--- src/rtl/assert_macros.svh ---
// assertion macros shared by the front end, queue and back end rtl files
`ifndef ASSERT_MACROS_SVH
`define ASSERT_MACROS_SVH

// same-cycle implication, ignored while reset is low
`define ASSERT_IMPL(lbl, clk, rst_n, ante, cons) \
    lbl: assert property (@(posedge clk) disable iff (!rst_n) (ante) |-> (cons)) \
        else $error("same-cycle implication failed");

// next-cycle implication, ignored while reset is low
`define ASSERT_NEXT(lbl, clk, rst_n, ante, cons) \
    lbl: assert property (@(posedge clk) disable iff (!rst_n) (ante) |=> (cons)) \
        else $error("next-cycle implication failed");

`endif

--- src/rtl/wsf_pkg.sv ---
// types and constants of the 3x3 window smoothing filter
`default_nettype none

package wsf_pkg;

    // field widths
    localparam int PIX_W     = 8;
    localparam int WGT_W     = 8;
    localparam int KROW_W    = 24;
    localparam int IMG_W_W   = 11;
    localparam int IMG_H_W   = 12;
    localparam int RES_W     = 16;
    localparam int CFG_IDX_W = 3;

    // build-time defaults
    localparam int MAX_WIDTH_DEF = 1024;
    localparam int KERNEL_SIZE   = 3;

    // divide by kernel area as multiply by reciprocal and shift
    localparam int DIV_N     = KERNEL_SIZE * KERNEL_SIZE;
    localparam int PROD_W    = PIX_W + WGT_W;
    localparam int DIV_SHIFT = 19;
    localparam int DIV_MUL   = ((1 << DIV_SHIFT) + DIV_N - 1) / DIV_N;
    localparam int QUO_W     = 13;
    localparam int RSUM_W    = 15;

    // item queue between front and back
    localparam int Q_DEPTH = 4;
    localparam int Q_AW    = $clog2(Q_DEPTH);
    localparam int Q_CW    = $clog2(Q_DEPTH + 1);

    // reset values of the registers
    localparam logic [IMG_W_W-1:0] IMG_W_RST = IMG_W_W'(1024);
    localparam logic [IMG_H_W-1:0] IMG_H_RST = IMG_H_W'(3);

    // register indexes
    typedef enum logic [CFG_IDX_W-1:0] {
        CFG_KROW_TOP = 3'd0,
        CFG_KROW_MID = 3'd1,
        CFG_KROW_BOT = 3'd2,
        CFG_WIDTH    = 3'd3,
        CFG_HEIGHT   = 3'd4
    } t_cfg_idx;

    // window and weights, [row][column], column 0 is left
    typedef logic [KERNEL_SIZE-1:0][KERNEL_SIZE-1:0][PIX_W-1:0] t_window;
    typedef logic [KERNEL_SIZE-1:0][KERNEL_SIZE-1:0][WGT_W-1:0] t_kernel;

    // one queued item: a full window and its end-of-image flag
    typedef struct packed {
        t_window pix;
        logic    last;
    } t_win_item;

    // queue status seen by the back end
    typedef struct packed {
        logic    empty;
        logic [Q_CW-1:0] cnt;
    } t_q_stat;

endpackage

`default_nettype wire

--- src/rtl/wsf_fifo.sv ---
// short item queue between the front and back ends
`default_nettype none

`include "assert_macros.svh"

module wsf_fifo (
    input  wire logic               i_clk,
    input  wire logic               i_rst_n,
    input  wire logic               i_push,
    input  wire wsf_pkg::t_win_item i_item,
    input  wire logic               i_pop,
    output wsf_pkg::t_win_item      o_item,
    output wsf_pkg::t_q_stat        o_stat
);

    import wsf_pkg::*;

    t_win_item          r_mem [Q_DEPTH];
    logic [Q_AW-1:0]    r_wp, r_rp;
    logic [Q_CW-1:0]    r_cnt;
    logic               pop_ok;

    assign pop_ok       = i_pop && (r_cnt != '0);
    assign o_item       = r_mem[r_rp];
    assign o_stat.empty = (r_cnt == '0);
    assign o_stat.cnt   = r_cnt;

    // pointers and fill count
    always_ff @(posedge i_clk) begin
        if (!i_rst_n) begin
            r_wp  <= '0;
            r_rp  <= '0;
            r_cnt <= '0;
        end else begin
            if (i_push) begin
                r_wp <= r_wp + Q_AW'(1);
            end
            if (pop_ok) begin
                r_rp <= r_rp + Q_AW'(1);
            end
            r_cnt <= r_cnt + Q_CW'(i_push) - Q_CW'(pop_ok);
        end
    end

    // storage
    always_ff @(posedge i_clk) begin
        if (i_push) begin
            r_mem[r_wp] <= i_item;
        end
    end

    `ASSERT_IMPL(a_no_overflow, i_clk, i_rst_n, i_push, r_cnt < Q_CW'(Q_DEPTH) || pop_ok)
    `ASSERT_NEXT(a_cnt_up, i_clk, i_rst_n, i_push && !pop_ok, r_cnt == $past(r_cnt) + 1'b1)

endmodule

`default_nettype wire

--- config.mk ---
export PLATFORM = sky130hd
export DESIGN_NAME = wsf_fifo
export DESIGN_NICKNAME = d
export VERILOG_FILES = /design/src/rtl/wsf_pkg.sv /design/src/rtl/wsf_fifo.sv
export VERILOG_INCLUDE_DIRS = /design/src /design/src/rtl
export SDC_FILE = /design/constraint.sdc
export NUM_CORES = 1
export LEC_CHECK = 0
export BUFFER_PORTS_ARGS = -buffer_cell sky130_fd_sc_hd__buf_2
export CAP_MARGIN = 25
export CORE_UTILIZATION = 59
export CTS_BUF_LIST = sky130_fd_sc_hd__clkbuf_8
export CTS_CLUSTER_SIZE = 24
export DETAILED_ROUTE_END_ITERATION = 16
export GPL_TIMING_DRIVEN = 1
export PLACE_DENSITY = 0.82
export SLEW_MARGIN = 15
export SYNTH_ARGS = -nofsm -noshare
export SYNTH_HDL_FRONTEND = slang
export SYNTH_SLANG_ARGS = --single-unit
--- constraint.sdc ---
create_clock -name i_clk -period 3.65 [get_ports i_clk]
set_input_delay 0.1825 -clock i_clk [delete_from_list [all_inputs] [get_ports i_clk]]
set_output_delay 0.1825 -clock i_clk [all_outputs]
set_load 0.03 [all_outputs]
**After elaboration in Yosys (flattened, before gate mapping)**

Memories as Yosys holds them, arrays and structs flattened. A register that Yosys moved wholly into a read port is not among the register bits.
Cells that the tools add are included.

- Register bits: 7
- Bits in writable memories: 292
- Logic and storage cells: 15
- Memories kept: 1

Memories:

| memory | depth | bits a word | read ports | clocked after Yosys merged registers in | write ports | line | text |
|---|---|---|---|---|---|---|---|
| r_mem | 4 | 73 | 1 | 1 | 1 | wsf_fifo.sv:18 | `t_win_item r_mem [Q_DEPTH];` |

- $add $sub $neg: 4
- Mux-type cells: 4
- Reduce and logical (&&, ||, !) cells: 3

Operator list:

| operator | count |
|---|---|
| $add 2x1->2 const B | 2 |
| $mux 2 | 2 |
| $add 3x1->3 | 1 |
| $logic_not 3->1 | 1 |
| $reduce_bool 3->1 | 1 |
| $sub 3x1->3 | 1 |
| $mux 1 | 2 |
| $logic_and 1x1->1 | 1 |

**Logic depth before layout (Yosys ltp)**

- Depth after elaboration: 4
- Mapped depth: 8
- Gate-level depth less buffers: 8

**Least setup slack after synthesis**

No wires, ideal clock.

- Path type: register to register
- From: reg r_wp[0]
- To: mem r_mem[0][0] (netlist name) (enable)
- Library setup time: 0.439 ns
- Arrival: 2.248 ns
- Required time: 3.211 ns
- Path slack: 0.963 ns
- Stages on the path, launching flop included: 4
- Buffers on the path: 0
- Clock period less this slack: 2.687 ns
- Cells stage by stage: dfxtp_1 > inv_1 > ha_1 > and2_1

RTL lines:

| item | line | text |
|---|---|---|
| from (decl) | wsf_fifo.sv:19 | `logic [Q_AW-1:0] r_wp, r_rp;` |
| from (signal assigned) | wsf_fifo.sv:36 | `r_wp <= r_wp + Q_AW'(1);` |
| to (decl) | wsf_fifo.sv:18 |  |

No word-level cell before the write port.

==> run metrics <==
TritonCTS buffer count 46; Max Fclk 0.383 GHz; family with the most delay on the worst path buffers and inverters; max_slew headroom 0.627; post-synthesis sequential area ratio 0.808; number of H-tree levels 2; #FFs+latches synth 301; clk sinks 301; total core area 18100 um2; CP Max Fanout 22; violated checks design-rule violations; Max-Cap Viols 0; Hold Path Stages 3; Clk pwr share 0.281; Synth cell types 21; crit end category primary output; gp weighted congestion 0.699; leakage 4.76 nW; Final Hold Vio Count 0; synthesized area 11100 um2; share of layout cells above drive strength 1 0.399; final core utilization 0.752; crit start category flop; nets 774; slowest library cell on the worst path dfxtp_4; status complete, but fails checks; IO Pins 154; postcts setup bufs 0; DP HPWL 11400 um; Fin Setup TNS 0 ns; r2r worst-path depth 8; WS Path Type reg -> out; clock transition at the registers of the reported paths 0.05 ns; ANT nets after route 0; Layout Cell Area excl Fill 13600 um2; Pre-antenna DRT Iters 12; detail-routed via count per cell 5.57; initial antenna violation count 1; Tot GR Track Use 0.214; Cell Area, Placed 12100 um2; most common cell after layout, fill and taps aside edfxtp_1; CTS tree done; Starting Density 0.610; vias in the first global route 5708; yosys warns 0; Final Skew 0.0152 ns; drc violations 4; Layout Cells excl Fill 955; post-DR wirelength/cell 21.0 um; placed cells 796; Area growth, synth to finish 23.2%; Avg Synthesized Cell Area 26.1 um2; CP cell instances buf_4 -> mux4_2 -> buf_2; Vias 5324; Detailed Route Iter0 Violations 364; Remaining Overflow, GRT 0; largest net degree at the start of global routing 74; cells after synthesis 424; Rows 49; worst path arrival time 2.43 ns; root cell of the clock tree clkbuf_8; die height 139 um; Switching Fraction 0.289; P_int 5.95 mW; Max clock buf depth 3; Max stage delay on crit path 0.61 ns; setup slack, reg-to-reg 1.53 ns; Die ar. 19300 um2; final worst path period need 2.61 ns; die width 139 um; Tightest Pin Transition 0.553 ns; Syn Nets 508; Worst VDD drop 0.000600 V; clock latency on the worst-skew pair 0.54 ns; RSZ-0062 raised after global routing no; pwr dens 614 nW/um2; Worst Path Buf+Inv 2; min-delay src i_push; Slew Viols, Final 0; hold path endpoint r_wp[1]; final WL 20000 um; setup violators final 0; P_sw 2.42 mW; global-route wire length before repair 30900 um; WP data required 3.47 ns; r2r startpoint r_cnt[1]; part of the power in registers 0.491; final total power 8.38 mW; worst min path class in -> reg; Logic pwr share 0.228; period utilization 0.715; commonest non-fill, non-tap cells in the layout edfxtp_1, buf_2, dlygate4sd3_1; r2r endpoint r_cnt[2]; Port Buffers 153
area by class of cell:
type | instances | area (um2)
Timing Repair Buffer | 234 | 1660
Fill cell | 982 | 4510
Sequential cell | 301 | 8960
Clock inverter | 37 | 154
Tap cell | 229 | 287
Inverter | 5 | 18.8
Clock buffer | 46 | 633
Antenna cell | 1 | 2.50
Multi-Input combinational cell | 102 | 1920
cells by family (layout without fill, tap and decap cells):
logic type,after synthesis,after routing,synth area share
AOI/OAI and AO/OA,2,2,0.00158
xor gates and xnor gates,2,2,0.00283
adders and majority gates,7,7,0.00859
buffers and inverters,21,322,0.0190
DFF,301,301,0.808
muxes,77,77,0.152
other,0,1,0
and+or+nand+nor,14,14,0.00735
metrics by stage:
stage	hold slack (ns)	worst slack, ns
2_1_floorplan	0.281	0.963
3_3_place_gp	0.391	1.55
3_5_place_dp	0.399	1.55
4_1_cts	0.0348	0.955
5_1_grt	0.0692	0.864
6_report	0.0627	1.04
power by group through the flow:
| stage | logic (mW) | clock network (mW) | registers (mW) |
|---|---|---|---|
| CTS | 1.89 | 2.41 | 4.15 |
| floorplan | 1.49 | 0 | 4.13 |
| global placement | 1.77 | 0 | 4.21 |
| detailed placement | 1.82 | 0 | 4.22 |
| finish | 1.91 | 2.35 | 4.12 |
| global route | 2.02 | 2.57 | 4.14 |
registers in the layout (all words and copies together), names as in the netlist, named ones only:
| signal | flops |
|---|---|
| r_rp | 2 |
| r_cnt | 3 |
| r_mem | 292 |
| r_wp | 2 |
what timing repair did:
| item | 4_1_cts | 5_1_grt |
|---|---|---|
| hold buffers | 74 | 0 |
| hold endpoints to repair | 300 | 0 |
| resized for setup | 0 | 0 |
metal layers:
| metal | share of wire | up-vias | GRT usage |
|---|---|---|---|
| li1 | - | 2354 | - |
| met4 | 0.019 | 0 | 0.0743 |
| met1 | 0.39 | 2749 | 0.265 |
| met3 | 0.066 | 34 | 0.0625 |
| met5 | 0 | - | 0 |
| met2 | 0.53 | 187 | 0.365 |
worst reg2reg max path, delay by kind of cell (launching register included):
family          cells  cell delay (ns)
buf+inv             2             0.12
fa+ha+maj           3             0.83
xor+xnor            1             0.20
flops               1             0.38
compound gates      1             0.38
simple gates        1             0.14
Yosys cell counts:
cell type	count	area, um2
edfxtp_1	292	8770
mux4_2	72	1620
dfxtp_1	9	180
buf_12	7	140
buf_2	7	35.0
and2_1	6	37.5
ha_1	6	75.1
inv_1	5	18.8
mux2i_1	4	40.0
nor2b_1	3	18.8
nand2_1	2	7.51
nand2b_1	2	12.5
buf_6	1	11.3
clkbuf_2	1	5.00
fa_1	1	20.0
mux4_1	1	26.3
nor3_1	1	5.00
o311ai_0	1	8.76
o31a_1	1	8.76
xnor3_1	1	22.5
xor2_1	1	8.76
worst max-delay path by stage:
stage	start	endpoint	slack, ns	cells after the start
after floorplan	r_wp[0]	r_mem[0][0]	0.96	3
after global placement	flop	o_item[47]	1.55	3
after detailed placement	flop	o_item[39]	1.55	3
after CTS	flop	o_item[39]	0.95	3
after global routing	flop	o_item[39]	0.86	3
final	flop	o_item[39]	1.04	3
No activity file was read; power rests on OpenSTA's default activity.
