[src/rtl/assert_macros.svh]
// assertion macros shared by the front end, queue and back end rtl files
`ifndef ASSERT_MACROS_SVH
`define ASSERT_MACROS_SVH

// same-cycle implication, ignored while reset is low
`define ASSERT_IMPL(lbl, clk, rst_n, ante, cons) \
    lbl: assert property (@(posedge clk) disable iff (!rst_n) (ante) |-> (cons)) \
        else $error("same-cycle implication failed");

// next-cycle implication, ignored while reset is low
`define ASSERT_NEXT(lbl, clk, rst_n, ante, cons) \
    lbl: assert property (@(posedge clk) disable iff (!rst_n) (ante) |=> (cons)) \
        else $error("next-cycle implication failed");

`endif

[src/rtl/wsf_pkg.sv]
// types and constants of the 3x3 window smoothing filter
`default_nettype none

package wsf_pkg;

    // field widths
    localparam int PIX_W     = 8;
    localparam int WGT_W     = 8;
    localparam int KROW_W    = 24;
    localparam int IMG_W_W   = 11;
    localparam int IMG_H_W   = 12;
    localparam int RES_W     = 16;
    localparam int CFG_IDX_W = 3;

    // build-time defaults
    localparam int MAX_WIDTH_DEF = 1024;
    localparam int KERNEL_SIZE   = 3;

    // divide by kernel area as multiply by reciprocal and shift
    localparam int DIV_N     = KERNEL_SIZE * KERNEL_SIZE;
    localparam int PROD_W    = PIX_W + WGT_W;
    localparam int DIV_SHIFT = 19;
    localparam int DIV_MUL   = ((1 << DIV_SHIFT) + DIV_N - 1) / DIV_N;
    localparam int QUO_W     = 13;
    localparam int RSUM_W    = 15;

    // item queue between front and back
    localparam int Q_DEPTH = 4;
    localparam int Q_AW    = $clog2(Q_DEPTH);
    localparam int Q_CW    = $clog2(Q_DEPTH + 1);

    // reset values of the registers
    localparam logic [IMG_W_W-1:0] IMG_W_RST = IMG_W_W'(1024);
    localparam logic [IMG_H_W-1:0] IMG_H_RST = IMG_H_W'(3);

    // register indexes
    typedef enum logic [CFG_IDX_W-1:0] {
        CFG_KROW_TOP = 3'd0,
        CFG_KROW_MID = 3'd1,
        CFG_KROW_BOT = 3'd2,
        CFG_WIDTH    = 3'd3,
        CFG_HEIGHT   = 3'd4
    } t_cfg_idx;

    // window and weights, [row][column], column 0 is left
    typedef logic [KERNEL_SIZE-1:0][KERNEL_SIZE-1:0][PIX_W-1:0] t_window;
    typedef logic [KERNEL_SIZE-1:0][KERNEL_SIZE-1:0][WGT_W-1:0] t_kernel;

    // one queued item: a full window and its end-of-image flag
    typedef struct packed {
        t_window pix;
        logic    last;
    } t_win_item;

    // queue status seen by the back end
    typedef struct packed {
        logic    empty;
        logic [Q_CW-1:0] cnt;
    } t_q_stat;

endpackage

`default_nettype wire

[src/rtl/wsf_back.sv]
// back end: weighted terms, divide by kernel area, sum, output register
`default_nettype none

`include "assert_macros.svh"

module wsf_back (
    input  wire logic                        i_clk,
    input  wire logic                        i_rst_n,
    input  wire wsf_pkg::t_win_item          i_item,
    input  wire wsf_pkg::t_q_stat            i_q_stat,
    output logic                             o_pop,
    input  wire wsf_pkg::t_kernel            i_kernel,
    output logic                             o_valid,
    input  wire logic                        i_stall,
    output logic [wsf_pkg::RES_W-1:0]        o_smoothed,
    output logic                             o_last_result
);

    import wsf_pkg::*;

    localparam int MUL_W = PROD_W + PROD_W;

    logic en;
    logic r_v0, r_v1, r_v2;
    logic r_l0, r_l1, r_l2;
    logic [KERNEL_SIZE-1:0][KERNEL_SIZE-1:0][PROD_W-1:0] r_prod;
    logic [KERNEL_SIZE-1:0][KERNEL_SIZE-1:0][QUO_W-1:0]  r_quo;
    logic [KERNEL_SIZE-1:0][RSUM_W-1:0]                  r_rsum;
    logic [KERNEL_SIZE-1:0][RSUM_W-1:0]                  rsum;
    logic [MUL_W-1:0]                                    rec [KERNEL_SIZE][KERNEL_SIZE];
    logic [RES_W-1:0]                                    total;

    // whole pipe moves unless a finished result is held up
    assign en    = !o_valid || !i_stall;
    assign o_pop = en && !i_q_stat.empty;

    // valid chain
    always_ff @(posedge i_clk) begin
        if (!i_rst_n) begin
            r_v0    <= 1'b0;
            r_v1    <= 1'b0;
            r_v2    <= 1'b0;
            o_valid <= 1'b0;
        end else if (en) begin
            r_v0    <= !i_q_stat.empty;
            r_v1    <= r_v0;
            r_v2    <= r_v1;
            o_valid <= r_v2;
        end
    end

    // reciprocal multiply for truncated divide
    always_comb begin
        for (int j = 0; j < KERNEL_SIZE; j++) begin
            for (int i = 0; i < KERNEL_SIZE; i++) begin
                rec[j][i] = MUL_W'(r_prod[j][i]) * MUL_W'(DIV_MUL);
            end
        end
    end

    // row sums and total
    always_comb begin
        for (int j = 0; j < KERNEL_SIZE; j++) begin
            rsum[j] = RSUM_W'(r_quo[j][0]) + RSUM_W'(r_quo[j][1]) + RSUM_W'(r_quo[j][2]);
        end
        total = RES_W'(r_rsum[0]) + RES_W'(r_rsum[1]) + RES_W'(r_rsum[2]);
    end

    // datapath stages
    always_ff @(posedge i_clk) begin
        if (en) begin
            for (int j = 0; j < KERNEL_SIZE; j++) begin
                for (int i = 0; i < KERNEL_SIZE; i++) begin
                    r_prod[j][i] <= PROD_W'(i_item.pix[j][i]) * PROD_W'(i_kernel[j][i]);
                    r_quo[j][i]  <= rec[j][i][DIV_SHIFT +: QUO_W];
                end
            end
            r_rsum        <= rsum;
            o_smoothed    <= total;
            r_l0          <= i_item.last;
            r_l1          <= r_l0;
            r_l2          <= r_l1;
            o_last_result <= r_l2;
        end
    end

    `ASSERT_NEXT(a_sum_to_out, i_clk, i_rst_n, r_v2 && en, o_valid)
    `ASSERT_IMPL(a_pop_when_free, i_clk, i_rst_n, o_pop, en && !i_q_stat.empty)

endmodule

`default_nettype wire

[config.mk]
export PLATFORM = sky130hd
export DESIGN_NAME = wsf_back
export DESIGN_NICKNAME = d
export VERILOG_FILES = /design/src/rtl/wsf_pkg.sv /design/src/rtl/wsf_back.sv
export VERILOG_INCLUDE_DIRS = /design/src /design/src/rtl
export SDC_FILE = /design/constraint.sdc
export NUM_CORES = 2
export LEC_CHECK = 0
export ABC_AREA = 1
export ABC_CLOCK_PERIOD_IN_PS = 31600
export BUFFER_PORTS_ARGS = -buffer_cell sky130_fd_sc_hd__buf_2
export CORE_ASPECT_RATIO = 2
export CORE_MARGIN = 2
export CORE_UTILIZATION = 55
export CTS_BUF_LIST = sky130_fd_sc_hd__clkbuf_4
export DETAILED_ROUTE_END_ITERATION = 10
export GPL_ROUTABILITY_DRIVEN = 1
export PLACE_DENSITY = 0.77
export SETUP_SLACK_MARGIN = 0.02
export SLEW_MARGIN = 20
export SYNTH_ARGS = -nofsm -noshare
export SYNTH_HDL_FRONTEND = slang
export SYNTH_SLANG_ARGS = --single-unit
[constraint.sdc]
create_clock -name i_clk -period 31.6 [get_ports i_clk]
set_input_delay 4.74 -clock i_clk [delete_from_list [all_inputs] [get_ports i_clk]]
set_output_delay 4.74 -clock i_clk [all_outputs]
set_load 0.005 [all_outputs]
Word level (Yosys, flattened, before mapping)
Index checks and enable logic that the tools add are counted.
Word-level totals
  bits in registers: 330
  output and inout bits: 19
Cells by class
  add/subtract/negate cells: 8
  $mul: 18
  reductions and logical operators: 5
Operators with widths (number)
  multiplier 16 x 16 -> 32 bit (second input constant): 9
  multiplier 8 x 8 -> 16 bit: 9
  adder 14 x 13 -> 15 bit: 3
  adder 13 x 13 -> 14 bit: 3
  adder 15 x 15 -> 16 bit: 1
  adder 16 x 15 -> 16 bit: 1
  zero test 1 bit: 3
  logical AND 1 bit: 1
  logical OR 1 bit: 1

Depth between registers and ports, before layout
  word-level depth: 3
  depth in mapped cells: 23

Least setup slack after synthesis
No wires, ideal clock.
  kind: input to output
  start point: input i_stall
  end point: output o_pop
  data arrival time: 12955 ps
  path slack: 13905 ps
  cell stages on the path: 3
  path through: nand2_1 -> inv_1 -> nor2_1
On the way
  cells in the longest elaborated chain, start to end: 3
RTL lines
  from (decl): line wsf_back.sv:14  | input wire logic i_stall,
  zero test 1 bit: line wsf_back.sv:34  | assign en = !o_valid || !i_stall;
  logical OR 1 bit: line wsf_back.sv:34
  logical AND 1 bit: line wsf_back.sv:35  | assign o_pop = en && !i_q_stat.empty;
  to (decl): line wsf_back.sv:11  | output logic o_pop,
Every way passes these cells.

Worst setup path after layout
Ends and elaborated chain as after synthesis.

==> reports/metrics.csv <==
stage,metric,value,unit
run_status,status,"finished, final reports clean",
die,die_w,267,um
die,start_util,55.3,%
place,port_buffers,167,
die,row_count,193,
logic_synthesis,netlist.area_leader.share,26.6,%
logic_synthesis,synth.mux.area_fraction,0,%
logic_synthesis,synth_top_family_by_area,adder cells,
logic_synthesis,synthAdderAreaFrac,49.7,%
timing,fin_crit,10.42,ns
timing,finalSetupViolCount,0,
critical_path,critPathKind,primary input to primary output,
routing,drc,0,
die,core_area,0.138,mm^2
timing,hold_viol,0,
logic_synthesis,ys_types,31,
grt,grt_pass1_wl,303000,um
critical_path,critPathSlowestCell,nand2_4,
worst_hold_path,holdCritPathClass,flop to flop,
timing,fmax,96.0,MHz
timing,fin_setup_tns,0,ns
cts,path_clk_slew,0.08,ns
critical_path,cp_max_fo,34,
logic_synthesis,synth-compound-area-share,3.67,%
routing,first_pass_iters,5,
cts,clk_root_buffer_cell,clkbuf_4,
grt,overflow,0,
cells_and_area,fin_nets,12400,
logic_synthesis,synth_area,0.0763,mm^2
grt,grt_usage,26.7,%
logic_synthesis,synthXorXnorAreaFrac,1.71,%
timing,slew_headroom,38.4,%
cts,cts_buffers,82,
logic_synthesis,syn_nets,12300,
cts,tritoncts,done,
cts,cts_post_setup_buffers_inserted,0,
grt,grt_pass1_vias,64700,
logic_synthesis,yosys.area.top_type,fa_1,
place,place_hpwl,163000,um
grt,grt_max_degree,73,
die,io_pins,171,
critical_path,cpPeakStageDelay,0.36,ns
logic_synthesis,synthCells,9712,
logic_synthesis,ys_seq_area_share,12.9,%
critical_path,worstPathRequired,26.86,ns
critical_path,crit_top_cell,buf_2,
logic_synthesis,synth-simple-area-share,18.0,%
routing,wl,183000,um
cts,hold_buffers,0,
routing,avgViaCountPerCell,5.12,
die,die_area,0.142,mm^2
cells_and_area,mostFrequentLayoutCell,inv_1,
cts,cts_htree_levels,3,
cells_and_area,nFillCells,12500,
routing,drt_iter0_drc,2269,
timing,fin_crit_sh,33.0,%
timing,finClkSkew,0.0651,ns
routing,routedWlPerCell,15.6,um
routing,ant_nets,0,
grt,antenna_found_initial,6,
critical_path,crit_path_cell_trace,buf_2 > nand2_4 > inv_1 > nor2_1 > buf_2,
logic_synthesis,ys_warn_count,0,
cells_and_area,layout_common_cells,"inv_1, nand2_1, ha_1",
timing,tightest_slew,0.924,ns
die,fp.dieH,531,um
job,drv_cap,0,
cells_and_area,area_growth,5.10,%
place,gp_congestion,0.979,
logic_synthesis,synth_area_leaders,"fa_1, ha_1, inv_1",
cts,worstSkewPairLatency,0.97,ns
logic_synthesis,postSynthAreaPerCell,7.86,um^2
cts,cts_buffer_depth,3,
cts,cts.sinks,330,
cts,cts_resized,0,
critical_path,cp-start-kind,primary input,
logic_synthesis,synth_seq_cells,330,
cells_and_area,drive_above_1_share,3.47,%
critical_path,critPathArrivalTime,5.68,ns
critical_path,critPathCaptureType,primary output,
timing,rsz0062_at_grt,no,
routing,vias,60200,
timing,drv_slew,0,
## final timing paths
path | start | to | slack [ns] | depth (start not counted)
setup / recovery | i_stall | o_pop | 21.18 | 5
hold / removal | r_l1 | r_l2 | 0.44 | 0
setup reg to reg | r_prod[131] | r_quo[109] | 26.25 | 19
hold reg to reg | r_l1 | r_l2 | 0.44 | 0
## cell families (layout without fill, tap and decap cells)
family          count (synthesis)  in the layout
buf+inv                      2844           3023
simple gates                 3456           3456
xor+xnor                      149            149
flops                         330            330
fa+ha+maj                    2421           2421
other cells                     0              5
compound gates                512            512
## sequential cells by signal, summed over array words and instances (netlist names), 16 cells and up
name / cells
r_rsum: 45
r_prod: 144
o_smoothed: 16
r_quo: 117
## metal layers
metal,share of wire (%),GRT usage (%)
met1,33,24.4
met2,57,54.2
met3,2.7,2.51
met4,7.8,18.0
met5,0.019,0
## cell usage after synthesis
library cell / number
inv_1: 2699
nand2_1: 2583
ha_1: 1409
fa_1: 1012
nor2_1: 398
edfxtp_1: 326
nand3_1: 298
a21oi_1: 289
clkbuf_1: 144
o21ai_0: 109
xor2_1: 92
nand4_1: 68
xnor2_1: 57
nor3_1: 52
o21bai_1: 52
a21o_1: 24
a31oi_1: 22
nand3b_1: 14
nor2_2: 10
o21ai_1: 10
and2_1: 9
nand2_2: 9
or2_2: 9
dfxtp_1: 4
nor2_4: 3
nor3_2: 3
o211ai_1: 2
o21ai_2: 2
a21boi_0: 1
inv_2: 1
o21a_1: 1
## final cells by class
type                            count  area, um^2  share of cell area [%]
Antenna cell                        5        12.5                  0.0156
Timing Repair Buffer              172         873                    1.09
Tap cell                         1852        2320                    2.89
Clock buffer                      108         811                    1.01
Inverter                         2700       10100                    12.6
Multi-Input combinational cell   6538       55800                    69.5
Sequential cell                   330        9870                    12.3
Clock inverter                     43         413                   0.515
## critical path: cells and delay by family
kind / cells / cell delay [ns]
buffers and inverters: 3 / 0.43
and+or+nand+nor: 2 / 0.51
## per-stage QoR
| stage | utilization [%] | cells | cell area, um^2 | worst slack, ns | hold slack [ns] |
|---|---|---|---|---|---|
| after floorplan | - | 9712 | 76300 | 13.90 | 0.400 |
| after global placement | 57.3 | 11600 | 79000 | 21.20 | 0.408 |
| after detailed placement | 57.3 | 11600 | 79000 | 21.18 | 0.411 |
| after CTS | 58.2 | 11700 | 80200 | 21.17 | 0.444 |
| after global routing | 58.2 | 11700 | 80200 | 21.02 | 0.445 |
| final | 58.2 | 11700 | 80200 | 21.18 | 0.438 |
Power is left out: the tool's default activity adds up to more than one toggle a clock period on the data nets, which glitch-free logic cannot reach.
